<file path="src/hw/rtl/assert_macros.svh">
// Assertion macros used by the top-level RTL file
`ifndef ASSERT_MACROS_SVH
`define ASSERT_MACROS_SVH
// Implication checked on every clock edge outside reset
`define ASSERT_IMPL(label, clk, rst_n, ante, cons) \
	label: assert property (@(posedge clk) disable iff (!rst_n) (ante) |-> (cons)) \
		else $error("assertion failed");
// Next-cycle implication checked outside reset
`define ASSERT_NEXT(label, clk, rst_n, ante, cons) \
	label: assert property (@(posedge clk) disable iff (!rst_n) (ante) |=> (cons)) \
		else $error("assertion failed");
`endif

</file>
<file path="src/hw/rtl/bffi_pkg.sv">
// Package: shared types and constants for the filtered id index
package bffi_pkg;
	localparam logic [31:0] SEED_A    = 32'hFBA4C795;
	localparam logic [31:0] SEED_B    = 32'h7F4A7C2B;
	localparam logic [31:0] FNV_PRIME = 32'h01000193;
	localparam int ID_BYTES = 32;
	localparam int ID_WORDS = 4;

	typedef enum logic [1:0] {
		ACT_ADD   = 2'd0,
		ACT_CHECK = 2'd1,
		ACT_FIND  = 2'd2,
		ACT_GET   = 2'd3
	} action_t;

	typedef struct packed {
		logic [1:0]  action;
		logic [63:0] id_word0;
		logic [63:0] id_word1;
		logic [63:0] id_word2;
		logic [63:0] id_word3;
		logic [31:0] created_time;
		logic [7:0]  position;
	} req_t;

	typedef struct packed {
		logic        hit;
		logic [31:0] file_number;
		logic [31:0] entry_time;
		logic [8:0]  entry_count;
		logic        evicted;
		logic [31:0] evicted_file_number;
	} rsp_t;

	typedef struct packed {
		logic start;
		logic busy;
		logic done;
	} hash_ctl_t;
endpackage

</file>
<file path="src/hw/rtl/bffi_hash.sv">
// FNV-style hash of 32 id bytes, one byte per cycle, both seeds in parallel
module bffi_hash (
	input  logic         clk,
	input  logic         arst_n,
	input  logic         start,
	input  logic [255:0] id,
	output logic         busy,
	output logic         done,
	output logic [31:0]  hash_a,
	output logic [31:0]  hash_b
);
	logic [4:0]   idx_q;
	logic [255:0] sh_q;
	logic [31:0]  ha_q, hb_q;
	logic [7:0]   byte_w;
	logic [31:0]  ma, mb;

	assign byte_w = sh_q[255:248];
	assign ma = (ha_q ^ {24'd0, byte_w}) * bffi_pkg::FNV_PRIME;
	assign mb = (hb_q ^ {24'd0, byte_w}) * bffi_pkg::FNV_PRIME;
	assign hash_a = ha_q;
	assign hash_b = hb_q;

	always_ff @(posedge clk or negedge arst_n) begin
		if (!arst_n) begin
			busy <= 1'b0;
			done <= 1'b0;
			idx_q <= '0;
		end else begin
			done <= 1'b0;
			if (start) begin
				busy <= 1'b1;
				idx_q <= '0;
				sh_q <= id;
				ha_q <= bffi_pkg::SEED_A;
				hb_q <= bffi_pkg::SEED_B;
			end else if (busy) begin
				ha_q <= ma;
				hb_q <= mb;
				sh_q <= {sh_q[247:0], 8'd0};
				idx_q <= idx_q + 5'd1;
				if (idx_q == 5'd31) begin
					busy <= 1'b0;
					done <= 1'b1;
				end
			end
		end
	end
endmodule

</file>
<file path="config.mk">
export PLATFORM = sky130hd
export DESIGN_NAME = bffi_hash
export DESIGN_NICKNAME = d
export VERILOG_FILES = /design/src/hw/rtl/assert_macros.svh /design/src/hw/rtl/bffi_pkg.sv /design/src/hw/rtl/bffi_hash.sv
export SDC_FILE = /design/constraint.sdc
export NUM_CORES = 1
export LEC_CHECK = 0
export BUFFER_PORTS_ARGS = -buffer_cell sky130_fd_sc_hd__buf_4
export CORE_MARGIN = 2
export CORE_UTILIZATION = 45
export CTS_CLUSTER_DIAMETER = 120
export DETAILED_ROUTE_END_ITERATION = 8
export MAX_ROUTING_LAYER = met4
export PLACE_DENSITY_LB_ADDON = 0.05
export SLEW_MARGIN = 15
export SYNTH_ARGS = -nofsm -noshare
export SYNTH_HDL_FRONTEND = slang
export SYNTH_SLANG_ARGS = --single-unit
</file>
<file path="constraint.sdc">
create_clock -name clk -period 12.71 [get_ports clk]
set_input_delay 2.542 -clock clk [delete_from_list [all_inputs] [get_ports clk]]
set_output_delay 2.542 -clock clk [all_outputs]
set_load 0.02 [all_outputs]
</file>
==> metrics.txt, run 1 <==
Max clock buf depth 3; min-delay src sh_q[6]; Worst EP required between 10 and 15 ns; Post-Syn Area about 25000 sq um; Die W 240 um; drt first pass iters 5; TritonCTS clock tree yes; Max-Cap Viols 0; Final Critical Period between 6 and 7 ns; sequential share of the synthesized area 0.391; critical path type flop to flop; Area Growth Syn to Fin 18.5%; Vias roughly 16000; DP HPWL between 40000 and 50000 um; Clock Pin Slew Worst Setup and Hold Paths roughly 0.070 ns; # fillers between 4000 and 5000; RR Startpoint hash_b[6]; layout cells sized above 1 0.280; post-synth cell types just over 60; worst slew pin tran 1.12 ns; Top FF cell, synth edfxtp_1; Post-CTS Setup Repair Bufs 0; compound-gate portion of the synthesized area 0.0559; most used cell, CP ha_1; Final Max Slew Viols 0; yosys warns 0; syn_nets 2777; vias per inst roughly 5.1; Worst setup EP type flop; Post-synth EDFFs 320; cells along the critical path xor2_1 > ha_1 > ha_1 > fa_1 > ha_1 > fa_1 > ha_1 > inv_1 > fa_1 > inv_1 > ha_1 > nand2_1 > nor2_1 > nand3_1 > o21ai_0 > a2111oi_0 > o41ai_1 > xnor2_1 > o21ai_0; cell count after synthesis 1998; R2R cell count 19; internal reg-to-reg setup slack between 5 and 6 ns; # nets final 3106; worst-path fanout max 6; largest family of logic cells by synthesized area adder cells; synthesis-stage register bit count about 330; largest net degree at the start of global routing around 200; asr flop ratio synth 0.0214; final wirelength roughly 64000 um; total CTS buffers about 40; Hold Vio Cnt, Final 0; vias in the first global route 16969; IO Pins ~330; first-pass GRT wire length between 90000 and 100000 um; First DRT Iteration DRCs around 850; Mapped Avg Cell Area about 13 sq um; global placer's final weighted congestion ~0.9; Final ANT Viol Nets 0; clk_lat worst skew between 0.5 and 0.6 ns; row cnt 86; Die Area 57500 sq um; H-tree depth 2; Slew headroom 0.254; Die H around 240 um; # clock sinks 327; Core Region roughly 55000 sq um; TNS Setup 0 ns; remaining global-route overflow 0; WL/cell slightly above 20 um; Synth Area in Simple Gates 0.0364; # DRC 0; hold_buf cts 0; worst min-delay path class flop to flop; adder-cell share of the synthesized area 0.304; Final period util 0.534; RSZ-0062 raised after global routing no; Setup-failing EPs final 0; Root Buffer clkbuf_16; WP data arrival slightly above 7 ns; peak per-stage delay on the critical path slightly above 0.8 ns; Final Skew between 0.04 and 0.05 ns; Post-Synth XOR/XNOR Area 0.0347; PortBufs 324; cts repair resizes 0; worst hold endpoint sh_q[14]; top achievable clock speed about 0.15 GHz; RR Endpoint hash_b[30]; Initial Utilization 0.455; initial antenna violation count 12; outcome finished, final reports clean; Worst Setup Start Kind flop; mux contribution to synthesized area 0.121; worst hold path stage count 1; total track usage 0.233; critical path's slowest cell xor2_1
## how the worst max path moves through the flow
stage              start         end  slack, ns  depth (start not counted)
3_5_place_dp   hash_b[6]  hash_b[30]       6.03                         19
4_1_cts        hash_b[6]  hash_b[30]       6.02                         19
6_report       hash_b[6]  hash_b[30]       5.92                         19
5_1_grt        hash_b[6]  hash_b[30]       5.54                         19
3_3_place_gp   hash_b[6]  hash_b[30]       5.99                         19
2_1_floorplan      start     sh_q[0]       2.39                          4
## state kept, by name, indices dropped and copies added (netlist names)
register and flops:
hash_a 32, sh_q 256, busy 1, idx_q 5
done 1, hash_b 32
## cells in the final DEF, fill, tap and decap left out, types with 47 or more instances in the layout
cell type,synthesis,final
mux2_2,248,248
buf_4,0,335
nand2_1,50,50
nor2_1,67,67
inv_1,327,327
ha_1,372,372
xnor2_1,52,52
a21oi_1,54,54
edfxtp_1,320,320
fa_1,148,148
xor2_1,47,47
## critical path, delay by kind of cell, from the launching register on
kind | cells | cell delay [ns]
AOI/OAI and AO/OA | 4 | 1.51
adders and majority gates | 8 | 2.96
xor gates and xnor gates | 2 | 0.99
and+or+nand+nor | 3 | 0.48
buffers and inverters | 2 | 0.10
DFF | 1 | 0.48
## cells in the mapped netlist (all sizes together), types with 5 or more instances
| cell | number | area (sq um) |
|---|---|---|
| and2 | 11 | 68.8 |
| o21bai | 9 | 67.6 |
| clkbuf | 43 | 161 |
| a211oi | 14 | 105 |
| xor2 | 47 | 412 |
| mux2 | 248 | 2790 |
| dfrtp | 7 | 175 |
| nand3b | 5 | 37.5 |
| nor2 | 67 | 251 |
| nor3 | 14 | 70.1 |
| edfxtp | 320 | 9610 |
| o21ai | 46 | 230 |
| buf | 8 | 30.0 |
| xnor2 | 52 | 455 |
| mux2i | 23 | 230 |
| a21o | 16 | 120 |
| o31ai | 5 | 37.5 |
| o21a | 9 | 75.1 |
| and3 | 8 | 50.1 |
| nand3 | 15 | 75.1 |
| a21oi | 54 | 270 |
| inv | 327 | 1230 |
| ha | 372 | 4650 |
| o211ai | 11 | 82.6 |
| nand2b | 5 | 31.3 |
| a211o | 6 | 52.6 |
| a31oi | 6 | 52.6 |
| nand2 | 50 | 188 |
| fa | 148 | 2960 |
## metrics by stage
step	hold slack (ns)	instance area, sq um	std cells	util	setup slack, ns
6_report	0.508	29600	3120	0.539	5.92
5_1_grt	0.524	29600	3119	0.539	5.54
4_1_cts	0.509	29600	3107	0.538	6.02
3_5_place_dp	0.522	28300	3032	0.515	6.03
3_3_place_gp	0.522	28300	3032	0.515	5.99
2_1_floorplan	0.493	25000	1998	-	2.39
## per-layer routing
metal / vias to the layer above / global-route usage / part of all wire
met1: 7885 / 0.291 / 0.43
met2: 361 / 0.366 / 0.46
met5: - / - / 0
met3: 75 / 0.0831 / 0.086
met4: 0 / 0.0487 / 0.019
li1: 7698 / - / -
## cell type report
class | count | area [sq um] | share of cell area
Clock buffer | 48 | 1070 | 0.0362
Timing Repair Buffer | 337 | 2550 | 0.0860
Inverter | 328 | 1230 | 0.0415
Sequential cell | 327 | 9790 | 0.330
Tap cell | 748 | 936 | 0.0316
Multi-Input combinational cell | 1292 | 13800 | 0.466
Antenna cell | 13 | 32.5 | 0.00110
Clock inverter | 27 | 208 | 0.00701
## cells by family (layout without fill, tap and decap cells)
family | Yosys count | count (layout)
adder cells (fa/ha/maj) | 520 | 520
buffers and inverters | 379 | 740
AO/OA/AOI/OAI | 207 | 207
other | 0 | 13
multiplexers | 271 | 271
XOR/XNOR | 99 | 99
AND/OR/NAND/NOR | 195 | 195
flip-flops | 327 | 327
Power of run 1 is left out: the tool's default activity adds up to more than one toggle a clock period on the data nets, which glitch-free logic cannot reach.
==> run 2: changes to the inputs <==
Settings changed: ABC_AREA set to 1.
Clock period 12.71 ns to 5.5 ns, I/O delays scaled along.
==> run 2 against run 1 <==
Compared with the run above:
- sequential share of layout area is 1.7 points lower
- clock skew is 0.031 ns lower
- maximum frequency is 28% higher
- critical path type unchanged
- critical endpoint is now hash_b[22]
==> metrics.txt, run 2 <==
outcome finished, final reports clean; Die H 244 um; count leader, synth nand2_1; sequential share of the synthesized area 0.377; Root Buffer clkbuf_16; Final Skew around 0.017 ns; WP data arrival between 5 and 6 ns; vias per inst 5.07; remaining global-route overflow 0; initial antenna violation count 11; # DRC 0; # fillers 5350; DP HPWL about 60000 um; post-synth cell types 40; IO Pins between 300 and 400; Worst setup EP type flop; yosys warns 0; syn_nets about 3700; Post-Syn Area around 26000 sq um; worst min-delay path class flop to flop; Max-Cap Viols 0; layout cells sized above 1 0.157; Mapped Avg Cell Area between 9 and 10 sq um; Commonest cells post-synth nand2_1 (1024), inv_1 (427), ha_1 (372); Post-synth EDFFs 320; largest net degree at the start of global routing 162; commonest non-fill, non-tap cell in the layout nand2_1; total CTS buffers 39; TritonCTS clock tree yes; Synth Area in Simple Gates 0.191; R2R cell count 19; post-synth top area share 0.371; synthesis-stage register bit count between 300 and 400; Area contributors post-synth edfxtp_1 (37%), ha_1 (18%), nand2_1 (15%); max reg flops approximately 260; internal reg-to-reg setup slack about 0.22 ns; asr flop ratio synth 0.0214; setup ws final between 0.2 and 0.25 ns; pre-CTS worst setup slack -0.184 ns; worst hold endpoint sh_q[125]; # clock sinks about 330; Post-Synth XOR/XNOR Area 0.0159; Worst Setup Start Kind flop; top achievable clock speed approximately 0.19 GHz; H-tree depth 2; # nets final about 4000; hold_buf cts 0; worst slew pin tran 1.11 ns; Vias ~21000; adder-cell share of the synthesized area 0.294; first-pass GRT wire length ~120000 um; Final ANT Viol Nets 0; final wirelength 76700 um; total track usage 0.270; Max clock buf depth 3; Final period util 0.960; worst hold path stage count 2; compound-gate portion of the synthesized area 0.0488; Worst EP required ~5.8 ns; Initial Utilization 0.457; largest family of logic cells by synthesized area adder cells; Clock Pin Slew Worst Setup and Hold Paths ~0.060 ns; most frequent cells in the layout nand2_1 (1024), inv_1 (425), buf_4 (409); critical path type flop to flop; Hold Vio Cnt, Final 0; Die Area around 60000 sq um; Final Max Slew Viols 0; Top FF cell, synth edfxtp_1; Core Region 56700 sq um; drt first pass iters 5; Yosys top cell by area edfxtp_1; WL/cell approximately 19 um; clk_lat worst skew between 0.5 and 0.6 ns; Largest Register sh_q; vias in the first global route roughly 22000; Die W around 240 um; min-delay src sh_q[117]; cell count after synthesis about 2900; RR Endpoint hash_b[22]; RR Startpoint sh_q[250]; worst-path fanout max 5; TNS Setup 0 ns; Slew headroom 0.259; Final Critical Period around 5.3 ns; row cnt 87; First DRT Iteration DRCs 1230; Setup-failing EPs final 0; mux contribution to synthesized area 0; PortBufs ~320; global placer's final weighted congestion between 0.9 and 1; Area Growth Syn to Fin 20.5%
[run 2: changes by cell type after synthesis, moves of 23 or more]
cell     change
inv_1      +100
mux2i_1     -23
xnor2_1     -31
nand2_1    +974
a21oi_1     +67
nand3_1     +49
nor2_1      +34
mux2_2     -248
[run 2: worst max-delay path: stages, from the launching register on]
cell,delay [ns]
edfxtp_1,0.54
xor2_4,0.38
ha_1,0.30
ha_1,0.34
fa_1,0.47
ha_1,0.23
fa_1,0.44
ha_1,0.28
inv_1,0.04
fa_1,0.47
inv_1,0.04
ha_1,0.34
nand2_1,0.09
nand2_1,0.09
a21oi_1,0.32
o21ai_0,0.18
nand2_1,0.10
nand3_1,0.11
o21ai_0,0.20
nand2_1,0.06
[run 2: how the worst max path moves through the flow]
stage / end / slack [ns] / cells after the start / start
2_1_floorplan: sh_q[0] / -0.11 / 4 / start
3_3_place_gp: hash_b[23] / -0.21 / 21 / sh_q[255]
3_5_place_dp: hash_b[23] / -0.18 / 21 / sh_q[255]
4_1_cts: hash_b[23] / 0.001 / 21 / sh_q[255]
5_1_grt: hash_b[23] / -0.005 / 21 / sh_q[255]
6_report: hash_b[22] / 0.22 / 19 / sh_q[250]
[run 2: metal layers]
layer	wire, um	up-vias	share of wire	global-route usage
met5	0	-	0	-
met2	35300	546	0.46	0.422
met1	34200	9858	0.45	0.355
met4	2000	0	0.026	0.0726
met3	5230	114	0.068	0.0596
li1	-	10045	-	-
[run 2: cells by family (layout without fill, tap and decap cells)]
kind of cell,count (synthesis),count (layout)
buffers and inverters,502,914
other,0,12
and+or+nand+nor,1251,1251
xor gates and xnor gates,47,47
DFF,327,327
adders and majority gates,520,520
AOI/OAI and AO/OA,229,229
[run 2: cell type report]
| cell class | instances | area, sq um | area share |
|---|---|---|---|
| Multi-Input combinational cell | 2047 | 14400 | 0.461 |
| Sequential cell | 327 | 9780 | 0.313 |
| Timing Repair Buffer | 414 | 3160 | 0.101 |
| Inverter | 430 | 1620 | 0.0519 |
| Clock buffer | 47 | 1010 | 0.0322 |
| Tap cell | 756 | 946 | 0.0303 |
| Clock inverter | 23 | 280 | 0.00897 |
| Antenna cell | 12 | 30.0 | 0.000962 |
[run 2: metrics by stage]
stage / hold WS [ns] / instance area (sq um) / utilization / instances
floorplan: 0.456 / 26000 / - / 2876
global placement: 0.473 / 29700 / 0.523 / 3964
detailed placement: 0.497 / 29700 / 0.523 / 3964
CTS: 0.506 / 31000 / 0.547 / 4034
global route: 0.529 / 31200 / 0.551 / 4055
finish: 0.501 / 31200 / 0.551 / 4056
[run 2: what timing repair did]
item,CTS,global route
endpoints found under the setup margin,9,31
setup buffers,0,10
gates resized for setup,4,28
pin swaps,0,4
Power of run 2 is left out for the same reason.
